--- src/rtl/mrm_pkg.sv ---
// Package for the Modbus RTU read master: job record, configuration record,
// result kind codes and the CRC-16 byte update. No dependencies.
package mrm_pkg;

	localparam logic       KIND_TX      = 1'b0;
	localparam logic       KIND_READING = 1'b1;

	localparam logic       TGT_DIRECTION = 1'b0;
	localparam logic       TGT_LEVEL     = 1'b1;

	localparam logic [15:0] CRC_INIT = 16'hFFFF;
	localparam logic [15:0] CRC_POLY = 16'hA001;

	// Request frame: six header bytes, then CRC low and CRC high
	localparam int         REQ_BYTES     = 8;
	localparam int         REQ_CRC_START = 6;

	// Job queue between front and back
	localparam int         QUEUE_DEPTH = 4;
	localparam int         QUEUE_AW    = $clog2(QUEUE_DEPTH);

	// Configuration register indexes
	localparam logic [1:0] REG_STATION    = 2'd0;
	localparam logic [1:0] REG_FUNCTION   = 2'd1;
	localparam logic [1:0] REG_COUNT      = 2'd2;
	localparam logic [1:0] REG_BYTE_COUNT = 2'd3;

	typedef struct packed {
		logic [7:0]  station_address;
		logic [7:0]  function_code;
		logic [15:0] register_count;
		logic [7:0]  expected_byte_count;
	} cfg_t;

	// One unit of work for the back end: a query to send or a reading to report
	typedef struct packed {
		logic        is_query;
		logic [15:0] register_address;
		logic        reading_target;
		logic [15:0] reading_value;
	} job_t;

	function automatic logic [15:0] crc_feed(input logic [15:0] crc_in, input logic [7:0] b);
		logic [15:0] c;
		c = crc_in ^ {8'h00, b};
		for (int k = 0; k < 8; k++) begin
			c = c[0] ? ((c >> 1) ^ CRC_POLY) : (c >> 1);
		end
		return c;
	endfunction

endpackage

--- src/rtl/mrm_if.sv ---
// Request channel interfaces for the Modbus RTU read master.
// Depends on nothing; used by all modules that touch the channels.
interface mrm_in_if;
	logic        valid;
	logic        ready;
	logic        cmd;
	logic [15:0] register_address;
	logic        target;
	logic [7:0]  rx_byte;

	modport source (output valid, cmd, register_address, target, rx_byte, input ready);
	modport sink   (input valid, cmd, register_address, target, rx_byte, output ready);
endinterface

interface mrm_out_if;
	logic        valid;
	logic        ready;
	logic        kind;
	logic [7:0]  tx_byte;
	logic        last;
	logic        reading_target;
	logic [15:0] reading_value;
	logic [15:0] direction_held;
	logic [15:0] level_held;

	modport source (output valid, kind, tx_byte, last, reading_target, reading_value,
		direction_held, level_held, input ready);
	modport sink   (input valid, kind, tx_byte, last, reading_target, reading_value,
		direction_held, level_held, output ready);
endinterface

--- src/rtl/mrm_queue.sv ---
// Short job queue between the front and back ends.
// Depends on mrm_pkg.
module mrm_queue
	import mrm_pkg::*;
(
	input  logic clk,
	input  logic arst_n,
	input  logic push,
	input  job_t push_job,
	output logic full,
	input  logic pop,
	output logic empty,
	output job_t head
);

	job_t                mem_q [QUEUE_DEPTH];
	logic [QUEUE_AW-1:0] wr_ptr_q;
	logic [QUEUE_AW-1:0] rd_ptr_q;
	logic [QUEUE_AW:0]   count_q;

	assign full  = (count_q == (QUEUE_AW+1)'(QUEUE_DEPTH));
	assign empty = (count_q == '0);
	assign head  = mem_q[rd_ptr_q];

	always_ff @(posedge clk) begin
		if (push) begin
			mem_q[wr_ptr_q] <= push_job;
		end
	end

	always_ff @(posedge clk or negedge arst_n) begin
		if (!arst_n) begin
			wr_ptr_q <= '0;
			rd_ptr_q <= '0;
			count_q  <= '0;
		end else begin
			if (push) begin
				wr_ptr_q <= wr_ptr_q + 1'b1;
			end
			if (pop) begin
				rd_ptr_q <= rd_ptr_q + 1'b1;
			end
			case ({push, pop})
				2'b10:   count_q <= count_q + 1'b1;
				2'b01:   count_q <= count_q - 1'b1;
				default: count_q <= count_q;
			endcase
		end
	end

endmodule

--- src/rtl/mrm_front.sv ---
// Front end: takes requests, runs the response header matcher and data
// capture, and queues query and completed-reading jobs. Depends on mrm_pkg, mrm_if.
module mrm_front
	import mrm_pkg::*;
#(
	parameter int RESPONSE_LENGTH = 7
) (
	input  logic      clk,
	input  logic      arst_n,
	mrm_in_if.sink    in_ch,
	input  cfg_t      cfg,
	input  logic      queue_full,
	output logic      push,
	output job_t      push_job
);

	localparam int            PW        = $clog2(RESPONSE_LENGTH);
	localparam logic [PW-1:0] POS_START = PW'(0);
	localparam logic [PW-1:0] POS_FUNC  = PW'(1);
	localparam logic [PW-1:0] POS_COUNT = PW'(2);
	localparam logic [PW-1:0] POS_HIGH  = PW'(3);
	localparam logic [PW-1:0] POS_LOW   = PW'(4);
	localparam logic [PW-1:0] POS_LAST  = PW'(RESPONSE_LENGTH - 1);

	logic [PW-1:0] pos_q;
	logic [15:0]   data_q;
	logic          pend_valid_q;
	logic          pend_tgt_q;

	logic          accept;
	logic          is_rx;
	logic          at_end;
	logic [15:0]   data_fin;

	assign in_ch.ready = !queue_full;
	assign accept      = in_ch.valid && !queue_full;
	assign is_rx       = in_ch.cmd;
	assign at_end      = (pos_q >= POS_LAST);
	assign data_fin    = (pos_q == POS_LOW) ? {data_q[15:8], in_ch.rx_byte} : data_q;

	always_comb begin
		push_job.is_query         = !is_rx;
		push_job.register_address = in_ch.register_address;
		push_job.reading_target   = pend_tgt_q;
		push_job.reading_value    = data_fin;
		push = accept && (!is_rx || (at_end && pend_valid_q));
	end

	always_ff @(posedge clk) begin
		if (accept && is_rx) begin
			if (pos_q == POS_HIGH && !at_end) begin
				data_q <= {in_ch.rx_byte, data_q[7:0]};
			end else if (pos_q == POS_LOW) begin
				data_q <= {data_q[15:8], in_ch.rx_byte};
			end
		end
	end

	always_ff @(posedge clk or negedge arst_n) begin
		if (!arst_n) begin
			pos_q        <= POS_START;
			pend_valid_q <= 1'b0;
			pend_tgt_q   <= TGT_DIRECTION;
		end else if (accept) begin
			if (!is_rx) begin
				pend_valid_q <= 1'b1;
				pend_tgt_q   <= in_ch.target;
			end else if (at_end) begin
				pos_q <= POS_START;
			end else if (pos_q == POS_START) begin
				if (in_ch.rx_byte == cfg.station_address) begin
					pos_q <= POS_FUNC;
				end
			end else if (pos_q == POS_FUNC) begin
				pos_q <= (in_ch.rx_byte == cfg.function_code) ? POS_COUNT : POS_START;
			end else if (pos_q == POS_COUNT) begin
				pos_q <= (in_ch.rx_byte == cfg.expected_byte_count) ? POS_HIGH : POS_START;
			end else begin
				pos_q <= pos_q + 1'b1;
			end
		end
	end

endmodule

--- src/rtl/mrm_back.sv ---
// Back end: serialises queued queries into request bytes with a running
// CRC-16, applies completed readings and drives the output register.
// Depends on mrm_pkg, mrm_if.
module mrm_back
	import mrm_pkg::*;
(
	input  logic      clk,
	input  logic      arst_n,
	mrm_out_if.source out_ch,
	input  cfg_t      cfg,
	input  logic      queue_empty,
	input  job_t      head,
	output logic      pop
);

	logic [2:0]  cnt_q;
	logic [15:0] crc_q;
	logic [15:0] dir_q;
	logic [15:0] lvl_q;

	logic        out_valid_q;
	logic        kind_q;
	logic [7:0]  tx_q;
	logic        last_q;
	logic        rtgt_q;
	logic [15:0] rval_q;

	logic        advance;
	logic        produce;
	logic [15:0] crc_cur;
	logic [7:0]  req_byte;
	logic        last_byte;
	logic [15:0] dir_next;
	logic [15:0] lvl_next;

	assign advance   = !out_valid_q || out_ch.ready;
	assign produce   = advance && !queue_empty;
	assign crc_cur   = (cnt_q == 3'd0) ? CRC_INIT : crc_q;
	assign last_byte = (cnt_q == 3'(REQ_BYTES - 1));
	assign pop       = produce && (!head.is_query || last_byte);

	always_comb begin
		case (cnt_q)
			3'd0:    req_byte = cfg.station_address;
			3'd1:    req_byte = cfg.function_code;
			3'd2:    req_byte = head.register_address[15:8];
			3'd3:    req_byte = head.register_address[7:0];
			3'd4:    req_byte = cfg.register_count[15:8];
			3'd5:    req_byte = cfg.register_count[7:0];
			3'd6:    req_byte = crc_q[7:0];
			default: req_byte = crc_q[15:8];
		endcase
	end

	always_comb begin
		dir_next = dir_q;
		lvl_next = lvl_q;
		if (!head.is_query) begin
			if (head.reading_target == TGT_LEVEL) begin
				lvl_next = head.reading_value;
			end else begin
				dir_next = head.reading_value;
			end
		end
	end

	always_ff @(posedge clk) begin
		if (produce) begin
			if (head.is_query) begin
				kind_q <= KIND_TX;
				tx_q   <= req_byte;
				last_q <= last_byte;
				rtgt_q <= TGT_DIRECTION;
				rval_q <= '0;
				if (cnt_q < 3'(REQ_CRC_START)) begin
					crc_q <= crc_feed(crc_cur, req_byte);
				end
			end else begin
				kind_q <= KIND_READING;
				tx_q   <= '0;
				last_q <= 1'b0;
				rtgt_q <= head.reading_target;
				rval_q <= head.reading_value;
			end
		end
	end

	always_ff @(posedge clk or negedge arst_n) begin
		if (!arst_n) begin
			out_valid_q <= 1'b0;
			cnt_q       <= '0;
			dir_q       <= '0;
			lvl_q       <= '0;
		end else if (advance) begin
			out_valid_q <= !queue_empty;
			if (produce) begin
				if (head.is_query) begin
					cnt_q <= cnt_q + 1'b1;
				end else begin
					dir_q <= dir_next;
					lvl_q <= lvl_next;
				end
			end
		end
	end

	assign out_ch.valid          = out_valid_q;
	assign out_ch.kind           = kind_q;
	assign out_ch.tx_byte        = tx_q;
	assign out_ch.last           = last_q;
	assign out_ch.reading_target = rtgt_q;
	assign out_ch.reading_value  = rval_q;
	assign out_ch.direction_held = dir_q;
	assign out_ch.level_held     = lvl_q;

endmodule

--- src/rtl/modbus_rtu_read_master.sv ---
// Top level of the Modbus RTU read master: configuration registers on an
// APB-style port, front end, job queue and back end. Depends on mrm_pkg, mrm_if.
//
//   channel  | direction | moves
//   ---------+-----------+---------------------------------------------------
//   in_ch    | sink      | request: query command or received line byte
//   out_ch   | source    | request: transmit byte or completed reading
//   APB      | slave     | station, function, register count, byte count
//
// The front end accepts a received byte or a query whenever the job queue is not
// full. The back end emits one result per cycle while out_ch is not stalled and a
// job waits: eight bytes per query (CRC over first six), one per completed reading.
// The four-entry job queue sets how far the front can run ahead of the back.
// Reset clears the matcher, pending reading, held readings and queue;
// configuration returns to station 1, function 3, count 2, byte count 2.
module modbus_rtu_read_master
	import mrm_pkg::*;
#(
	parameter int RESPONSE_LENGTH = 7
) (
	input  logic       clk,
	input  logic       arst_n,
	mrm_in_if.sink     in_ch,
	mrm_out_if.source  out_ch,
	input  logic       psel,
	input  logic       penable,
	input  logic       pwrite,
	input  logic [3:0] paddr,
	input  logic [31:0] pwdata,
	output logic [31:0] prdata,
	output logic       pready
);

	cfg_t cfg_q;
	logic cfg_wr;
	logic [1:0] reg_idx;

	logic q_push;
	job_t q_push_job;
	logic q_full;
	logic q_pop;
	logic q_empty;
	job_t q_head;

	// Registers sit on word boundaries; drop the byte offset
	assign reg_idx = paddr[3:2];
	assign pready  = 1'b1;
	assign cfg_wr  = psel && penable && pwrite;

	always_ff @(posedge clk or negedge arst_n) begin
		if (!arst_n) begin
			cfg_q.station_address     <= 8'd1;
			cfg_q.function_code       <= 8'd3;
			cfg_q.register_count      <= 16'd2;
			cfg_q.expected_byte_count <= 8'd2;
		end else if (cfg_wr) begin
			unique case (reg_idx)
				REG_STATION:    cfg_q.station_address     <= pwdata[7:0];
				REG_FUNCTION:   cfg_q.function_code       <= pwdata[7:0];
				REG_COUNT:      cfg_q.register_count      <= pwdata[15:0];
				REG_BYTE_COUNT: cfg_q.expected_byte_count <= pwdata[7:0];
				default: ;
			endcase
		end
	end

	always_comb begin
		unique case (reg_idx)
			REG_STATION:    prdata = {24'd0, cfg_q.station_address};
			REG_FUNCTION:   prdata = {24'd0, cfg_q.function_code};
			REG_COUNT:      prdata = {16'd0, cfg_q.register_count};
			REG_BYTE_COUNT: prdata = {24'd0, cfg_q.expected_byte_count};
			default:        prdata = '0;
		endcase
	end

	// Classify requests and track the response header
	mrm_front #(
		.RESPONSE_LENGTH(RESPONSE_LENGTH)
	) u_front (
		.clk        (clk),
		.arst_n     (arst_n),
		.in_ch      (in_ch),
		.cfg        (cfg_q),
		.queue_full (q_full),
		.push       (q_push),
		.push_job   (q_push_job)
	);

	// Hold jobs so that a stalled output does not stop reception
	mrm_queue u_queue (
		.clk      (clk),
		.arst_n   (arst_n),
		.push     (q_push),
		.push_job (q_push_job),
		.full     (q_full),
		.pop      (q_pop),
		.empty    (q_empty),
		.head     (q_head)
	);

	// Serialise queries and report readings in order
	mrm_back u_back (
		.clk         (clk),
		.arst_n      (arst_n),
		.out_ch      (out_ch),
		.cfg         (cfg_q),
		.queue_empty (q_empty),
		.head        (q_head),
		.pop         (q_pop)
	);

endmodule
--- src/flat_wrapper.sv ---
// flat-port wrapper written by rule: the top's interface ports become plain ports
module modbus_rtu_read_master_flat import mrm_pkg::*;
#(
	parameter int RESPONSE_LENGTH = 7
)
  (clk, arst_n, psel, penable, pwrite, paddr, pwdata, prdata, pready, in_ch_valid, in_ch_cmd, in_ch_register_address, in_ch_target, in_ch_rx_byte, in_ch_ready, out_ch_valid, out_ch_kind, out_ch_tx_byte, out_ch_last, out_ch_reading_target, out_ch_reading_value, out_ch_direction_held, out_ch_level_held, out_ch_ready);
  mrm_in_if in_ch_i ();
  mrm_out_if out_ch_i ();
  input  logic clk;
  input  logic arst_n;
  input  logic psel;
  input  logic penable;
  input  logic pwrite;
  input  logic [3:0] paddr;
  input  logic [31:0] pwdata;
  output logic [31:0] prdata;
  output logic pready;
  input wire logic [$bits(in_ch_i.valid)-1:0] in_ch_valid;
  input wire logic [$bits(in_ch_i.cmd)-1:0] in_ch_cmd;
  input wire logic [$bits(in_ch_i.register_address)-1:0] in_ch_register_address;
  input wire logic [$bits(in_ch_i.target)-1:0] in_ch_target;
  input wire logic [$bits(in_ch_i.rx_byte)-1:0] in_ch_rx_byte;
  output wire logic [$bits(in_ch_i.ready)-1:0] in_ch_ready;
  output wire logic [$bits(out_ch_i.valid)-1:0] out_ch_valid;
  output wire logic [$bits(out_ch_i.kind)-1:0] out_ch_kind;
  output wire logic [$bits(out_ch_i.tx_byte)-1:0] out_ch_tx_byte;
  output wire logic [$bits(out_ch_i.last)-1:0] out_ch_last;
  output wire logic [$bits(out_ch_i.reading_target)-1:0] out_ch_reading_target;
  output wire logic [$bits(out_ch_i.reading_value)-1:0] out_ch_reading_value;
  output wire logic [$bits(out_ch_i.direction_held)-1:0] out_ch_direction_held;
  output wire logic [$bits(out_ch_i.level_held)-1:0] out_ch_level_held;
  input wire logic [$bits(out_ch_i.ready)-1:0] out_ch_ready;
  assign in_ch_i.valid = in_ch_valid;
  assign in_ch_i.cmd = in_ch_cmd;
  assign in_ch_i.register_address = in_ch_register_address;
  assign in_ch_i.target = in_ch_target;
  assign in_ch_i.rx_byte = in_ch_rx_byte;
  assign in_ch_ready = in_ch_i.ready;
  assign out_ch_valid = out_ch_i.valid;
  assign out_ch_kind = out_ch_i.kind;
  assign out_ch_tx_byte = out_ch_i.tx_byte;
  assign out_ch_last = out_ch_i.last;
  assign out_ch_reading_target = out_ch_i.reading_target;
  assign out_ch_reading_value = out_ch_i.reading_value;
  assign out_ch_direction_held = out_ch_i.direction_held;
  assign out_ch_level_held = out_ch_i.level_held;
  assign out_ch_i.ready = out_ch_ready;
  modbus_rtu_read_master #(.RESPONSE_LENGTH(RESPONSE_LENGTH)) u_core (.clk(clk), .arst_n(arst_n), .in_ch(in_ch_i), .out_ch(out_ch_i), .psel(psel), .penable(penable), .pwrite(pwrite), .paddr(paddr), .pwdata(pwdata), .prdata(prdata), .pready(pready));
endmodule
--- config.mk ---
export PLATFORM = sky130hd
export DESIGN_NAME = modbus_rtu_read_master_flat
export DESIGN_NICKNAME = d
export VERILOG_FILES = /design/src/rtl/mrm_pkg.sv /design/src/rtl/mrm_if.sv /design/src/rtl/mrm_queue.sv /design/src/rtl/mrm_front.sv /design/src/rtl/mrm_back.sv /design/src/rtl/modbus_rtu_read_master.sv /design/src/flat_wrapper.sv
export SDC_FILE = /design/constraint.sdc
export NUM_CORES = 1
export LEC_CHECK = 0
export BUFFER_PORTS_ARGS = -buffer_cell sky130_fd_sc_hd__buf_2
export CORE_ASPECT_RATIO = 1.25
export CORE_MARGIN = 2
export CORE_UTILIZATION = 30
export DETAILED_ROUTE_END_ITERATION = 6
export GPL_ROUTABILITY_DRIVEN = 0
export GPL_TIMING_DRIVEN = 0
export HOLD_SLACK_MARGIN = 0.02
export PLACE_DENSITY_LB_ADDON = 0.05
export REMOVE_ABC_BUFFERS = 1
export SKIP_CTS_REPAIR_TIMING = 1
export SYNTH_ARGS = -nofsm -noshare
export SYNTH_HDL_FRONTEND = slang
export SYNTH_SLANG_ARGS = --single-unit
export TNS_END_PERCENT = 10
--- constraint.sdc ---
create_clock -name clk -period 4.7 [get_ports clk]
set_clock_uncertainty 0.15 [all_clocks]
set_input_delay 0.705 -clock clk [delete_from_list [all_inputs] [get_ports clk]]
set_output_delay 0.705 -clock clk [all_outputs]
set_load 0.01 [all_outputs]
# Word-level counts from Yosys, hierarchy flattened
# Memory sizes are Yosys's and may differ from the RTL's.
# Cells that the tools add are included.
[op_classes]
bitwise = 13
eq_ne = 21
n_mux = 24
n_addsub = 6
magnitude_cmp = 2
n_reduce_logical = 34
[op_table]
columns = ["cell", "count"]
rows = [
  ["16-bit two-way mux", 9],
  ["32-bit one-hot mux with 4 select lines", 1],
  ["8-bit one-hot mux with 7 select lines", 1],
  ["8-bit equality test", 3],
  ["2-bit inverter with 3-bit output", 8],
  ["3-bit equality test (second input constant)", 6],
  ["16-bit by 8-bit XOR with 16-bit output", 1],
  ["3-bit two-way mux", 5],
  ["14-bit two-way mux", 1],
  ["3-bit by 2-bit equality test with 1-bit output (second input constant)", 4],
  ["2-bit AND reduction", 6],
  ["3-bit by 1-bit adder with 3-bit output (second input constant)", 3],
  ["1-bit logical AND", 9],
  ["3-bit logical NOT", 3],
  ["3-bit AND reduction", 3],
  ["8-bit two-way mux", 1],
  ["4-bit AND reduction", 2],
  ["2-bit equality test (second input constant)", 3],
  ["3-bit by 1-bit equality test with 1-bit output (second input constant)", 2],
  ["1-bit logical NOT", 6],
  ["3-bit one-hot mux with 2 select lines", 1],
  ["2-bit by 1-bit adder with 2-bit output (second input constant)", 2],
  ["2-bit by 1-bit equality test with 1-bit output (second input constant)", 2],
  ["2-bit two-way mux", 2],
  ["other kinds (9)", 16],
]
[totals]
memories = 1
ram_bits = 136
in_bits = 69
out_inout_bits = 94
wordCells = 124
regBits = 147
[mem_list]
columns = ["name", "depth", "word_bits", "rd", "rd_ports_with_merged_regs", "write_ports", "line_no", "text"]
rows = [
  ["u_core.u_queue.mem_q", 4, 34, 1, 0, 1, "mrm_queue.sv:16", "job_t mem_q [QUEUE_DEPTH];"],
]

# Longest topological paths before layout
[logic_depth]
word_depth = 19
mapped_depth = 13
depth_no_buf = 13

# Cells and area by module
# Synthesis repeated with hierarchy kept, for this count alone.
[hier_totals]
hier_cells = 759
hier_area_um2 = 12664.6
[modules_own_cells]
columns = ["mod", "instances", "cells_each", "seq_area_each_um2", "area_each_um2"]
rows = [
  ["mrm_queue", 1, 215, 4259.1, 5357.6],
  ["mrm_back", 1, 288, 2192.1, 3910.0],
  ["modbus_rtu_read_master", 1, 127, 1007.2, 1975.6],
  ["mrm_front", 1, 129, 605.6, 1421.4],
]

# Least setup slack after synthesis
# Ideal clock, no wire load.
[synth_path]
path_type = "input to register"
start = "in out_ch_ready"
end = "reg u_core.u_back.crc_q[0], enable pin"
slack_ps = 658
n_path_buf = 0
setup_time_ps = 394
t_required_ps = 4156
stages = 4
t_arrival_ps = 3498
cell_sequence = "inv_1 a21oi_1 nand2_1 a21oi_1"
[synth_between]
elab_chain_cells = 3
[synth_lines]
columns = ["item", "line_no", "text"]
rows = [
  ["from (decl)", "flat_wrapper.sv:32", "input wire logic [$bits(out_ch_i.ready)-1:0] out_ch_ready;"],
  ["1-bit logical OR", "mrm_back.sv:36", "assign advance = !out_valid_q || out_ch.ready;"],
  ["1-bit logical AND", "mrm_back.sv:37", "assign produce = advance && !queue_empty;"],
  ["via u_core.u_back.produce", "mrm_back.sv:29", "logic produce;"],
  ["3-bit AND reduction (no line)", "n/a", ""],
  ["to (signal assigned)", "mrm_back.sv:76", "crc_q <= crc_feed(crc_cur, req_byte);"],
  ["to (decl)", "mrm_back.sv:17", "logic [15:0] crc_q;"],
]
# The timed path passes the listed nets, and every way through them passes these cells.
# A chain may end at the register's enable or synchronous reset.

# Worst setup path after layout
[layout_path]
start = "reg u_core.u_back.cnt_q[2]"
end = "reg u_core.u_back.crc_q[15], data pin"
[layout_between]
elab_chain_cells = 11
[layout_lines]
columns = ["item", "line_no", "text"]
rows = [
  ["from (decl)", "mrm_back.sv:16", "logic [2:0] cnt_q;"],
  ["from (signal assigned)", "mrm_back.sv:98", "cnt_q <= cnt_q + 1'b1;"],
  ["3-bit equality test, or another cell as far along", "mrm_back.sv:43", "case (cnt_q)"],
  ["8-bit one-hot mux with 7 select lines / 16-bit two-way mux (equally long branches)", "mrm_back.sv:43, mrm_back.sv:38", ""],
  ["16-bit by 8-bit XOR with 16-bit output *", "mrm_pkg.sv:45", "c = crc_in ^ {8'h00, b};"],
  ["16-bit two-way mux * (6 in a row)", "mrm_pkg.sv:47", "c = c[0] ? ((c >> 1) ^ CRC_POLY) : (c >> 1);"],
  ["2-bit inverter with 3-bit output (no line) / 16-bit two-way mux (equally long branches)", "n/a", ""],
  ["16-bit two-way mux *", "mrm_pkg.sv:47", ""],
]
# Mark *: on every way between the ends. The rest lies on a longest branch, timed or not.

==> summary.md <==
| Metric | Value |
|---|---|
| Non-filler cells, final | 1444 |
| Part of the cycle the worst path needs | 0.889 |
| Yosys cell types | 51 |
| Net count, final | approximately 960 |
| Least-Margin Pin Slew | 1140 ps |
| Fin area | 14700 µm² |
| Most frequent cell after synthesis | edfxtp_1 |
| Final setup fails | 0 |
| Die X | roughly 180 µm |
| CP max FO | 23 |
| CP Capture Type | flop |
| Maximum VDD drop | 0.000506 V |
| Post-synth top area cell | edfxtp_1 |
| Slew headroom | 0.237 |
| Most used cell, CP | xnor3_1 |
| Maxcap violations | 0 |
| RSZ-0062 raised after global routing | no |
| Max incr delay on CP | 710 ps |
| Initial core utilization | 0.303 |
| Slew Limit Fails | 0 |
| Drt wl/cell | 20.5 µm |
| Async SR Flop Fraction | 0.311 |
| CP Class | flop to flop |
| Fin crit period | approximately 4200 ps |
| Drt pass-1 iters | 5 |
| Core box area | 40100 µm² |
| Grt ovf | 0 |
| Worst endpoint data arrival time | 4270 ps |
| Pin count of the biggest net entering global routing | 51 |
| Post-synth top area share | 0.481 |
| Clock transition at path regs | around 60 ps |
| Number of buffers added on ports | 127 |
| First-pass GRT wire length | 44900 µm |
| Syn. warnings | 0 |
| Worst R2R Setup Slack | between 500 and 600 ps |
| Largest cells by area after synthesis | edfxtp_1, dfrtp_1, mux2_2 |
| Fillers | between 3000 and 4000 |
| CP Launch Point | u_core.u_back.cnt_q[2] |
| FF-to-FF path depth | 9 |
| Worst Path Required | about 4800 ps |
| Area occupied by multi-input gates | 3890 µm² |
| CTS tree | yes |
| Hold Path Class | primary input to asynchronous set/reset pin |
| Die area | around 42000 µm² |
| Crit path max-delay family | XOR/XNOR gates |
| DPL Wire Length | 21100 µm |
| Max Root-Sink Buffers | 3 |
| Number of global-route vias before repair | 7209 |
| Gr usage total | 0.144 |
| Status | complete, no violations |
| Yosys reg bits | around 280 |
| Bufs and invs on worst path | 1 |
| CTS H-tree lvls | 2 |
| Syn avg cell area | about 17 µm² |
| Fraction of layout cells with a size suffix above 1 | 0.379 |
| Number of top-level pins | 163 |
| Worst reg2reg endpoint | u_core.u_back.crc_q[15] |
| Synth Cell Area | roughly 12000 µm² |
| Total wire length | 29600 µm |
| Die Ht | 229 µm |
| Power Dens Cells | 744 nW/µm² |
| Achievable Freq | ~0.24 GHz |
| Via-per-instance ratio | 4.56 |
| Root Driver | clkbuf_16 |
| # rows | 82 |
| Initial antenna violation count | 4 |
| Vias | 6579 |
| Setup crit end | u_core.u_back.crc_q[15] |
| Setup TNS | 0 ps |
| Placed cell area | 13600 µm² |
| Post-synthesis sequential area ratio | 0.662 |
| Reg area | ~8000 µm² |
| Synth cell count leaders | edfxtp_1, mux2_2, dfrtp_1 |
| WP depth | 9 |
| Overall power | 10900 µW |
| LEAKAGE | 0.00555 µW |
| CP max-delay cell | dfrtp_2 |
| # DRC | 0 |
| Syn Inst Count | 725 |
| Number of flops mapped to enable cells by yosys | ~200 |
| TritonCTS Buffers | 34 |
| Crit start category | flop |
| Clk Latency, worst-skew pair | 510 ps |
| Synth-to-Final Area Change | 20.7% |
| Top FF cell, synth | edfxtp_1 |
| Final count of hold timing violations | 0 |
| DRT iter0 DRCs | 407 |
| DP Cell Count | 1379 |
| TritonCTS Sinks | ~280 |
| Setup ws final | 523 ps |
| ANT nets after route | 0 |
| Cell-by-cell trace of the critical path | inv_1 -> ha_1 -> nor4_4 -> a32oi_1 -> o21ai_0 -> a211oi_2 -> xnor2_1 -> xnor3_1 -> xnor3_1 |
| Worst reg2reg startpoint | u_core.u_back.cnt_q[2] |
| Pre-CTS WS | -43.0 ps |
layer usage:
metal	part of all wire	vias up	GRT usage
li1	-	3004	-
met1	0.38	3349	0.160
met2	0.54	173	0.271
met3	0.045	51	0.0281
met4	0.026	2	0.0455
met5	0.00044	-	0
power by group:
group	internal [µW]	switching, µW
combinational	2210	2040
sequential	3620	446
clock	1610	1000
total	7440	3490
cell type report:
| cell class | count | area share |
|---|---|---|
| inverters | 17 | 0.00434 |
| clock inverters | 18 | 0.0112 |
| diodes | 3 | 0.000511 |
| repair buffers | 137 | 0.0584 |
| well taps | 546 | 0.0465 |
| multi-input cells | 396 | 0.264 |
| flip-flops and latches | 283 | 0.549 |
| clock buffers | 44 | 0.0655 |
metrics by stage:
step / hold WS [ps] / util
detailed placement: 328 / 0.338
global route: 51.6 / 0.366
global placement: 316 / 0.332
floorplan: 259 / -
finish: 25.8 / 0.366
CTS: 35.3 / 0.366
worst min path at each step:
stage	endpoint	depth (start not counted)	startpoint	slack, ps
finish	u_core.u_back.out_ch.level_held[2]	1	arst_n	30
global route	u_core.u_back.out_ch.level_held[2]	1	arst_n	50
CTS	u_core.u_back.out_ch.direction_held[2]	1	arst_n	40
detailed placement	u_core.u_front.pend_valid_q	1	u_core.u_front.pend_valid_q	330
global placement	u_core.u_front.pend_valid_q	1	u_core.u_front.pend_valid_q	320
floorplan	u_core.cfg_q[0]	0	arst_n	260
kinds of logic (layout without fill, tap and decap cells):
kind of cell / Yosys count / after routing / share of synthesized area
AO/OA/AOI/OAI: 45 / 45 / 0.0271
XOR/XNOR: 62 / 62 / 0.0492
adder cells (fa/ha/maj): 17 / 17 / 0.0181
buffers and inverters: 61 / 216 / 0.0255
flip-flops: 283 / 283 / 0.662
multiplexers: 134 / 134 / 0.164
other: 2 / 20 / 0.000617
AND/OR/NAND/NOR: 121 / 121 / 0.0531
flip-flops by register name (all words and copies together) (netlist names), 2 cells and up:
signal,flops
u_core.u_queue.mem_q,136
u_core.cfg_q,40
u_core.u_back.crc_q,16
u_core.u_back.out_ch.direction_held,16
u_core.u_back.out_ch.level_held,16
u_core.u_back.out_ch.reading_value,16
u_core.u_front.data_q,16
u_core.u_back.out_ch.tx_byte,8
u_core.u_back.cnt_q,3
u_core.u_front.pos_q,3
u_core.u_queue.count_q,3
u_core.u_queue.rd_ptr_q,2
u_core.u_queue.wr_ptr_q,2
layout by cell type, fill, tap and decap left out, drive strengths merged, types with 3 or more instances in the layout:
master and count:
a221oi 4, diode 3, clkinvlp 3, mux4 41, and2 34, mux2 91
nor2b 4, dfrtp 83, inv 17, o21a 4, bufinv 3, nand2 22
nor2 31, nor4 5, a21oi 7, ha 16, buf 137, xnor2 31
a31oi 4, nand3 5, clkinv 12, nand4 4, edfxtp 195, xnor3 4
xor2 27, dfstp 5, o21ai 9, clkbuf 44, conb 17, a222oi 6
or2 7
Note: power is estimated with default switching activity, not from simulation.
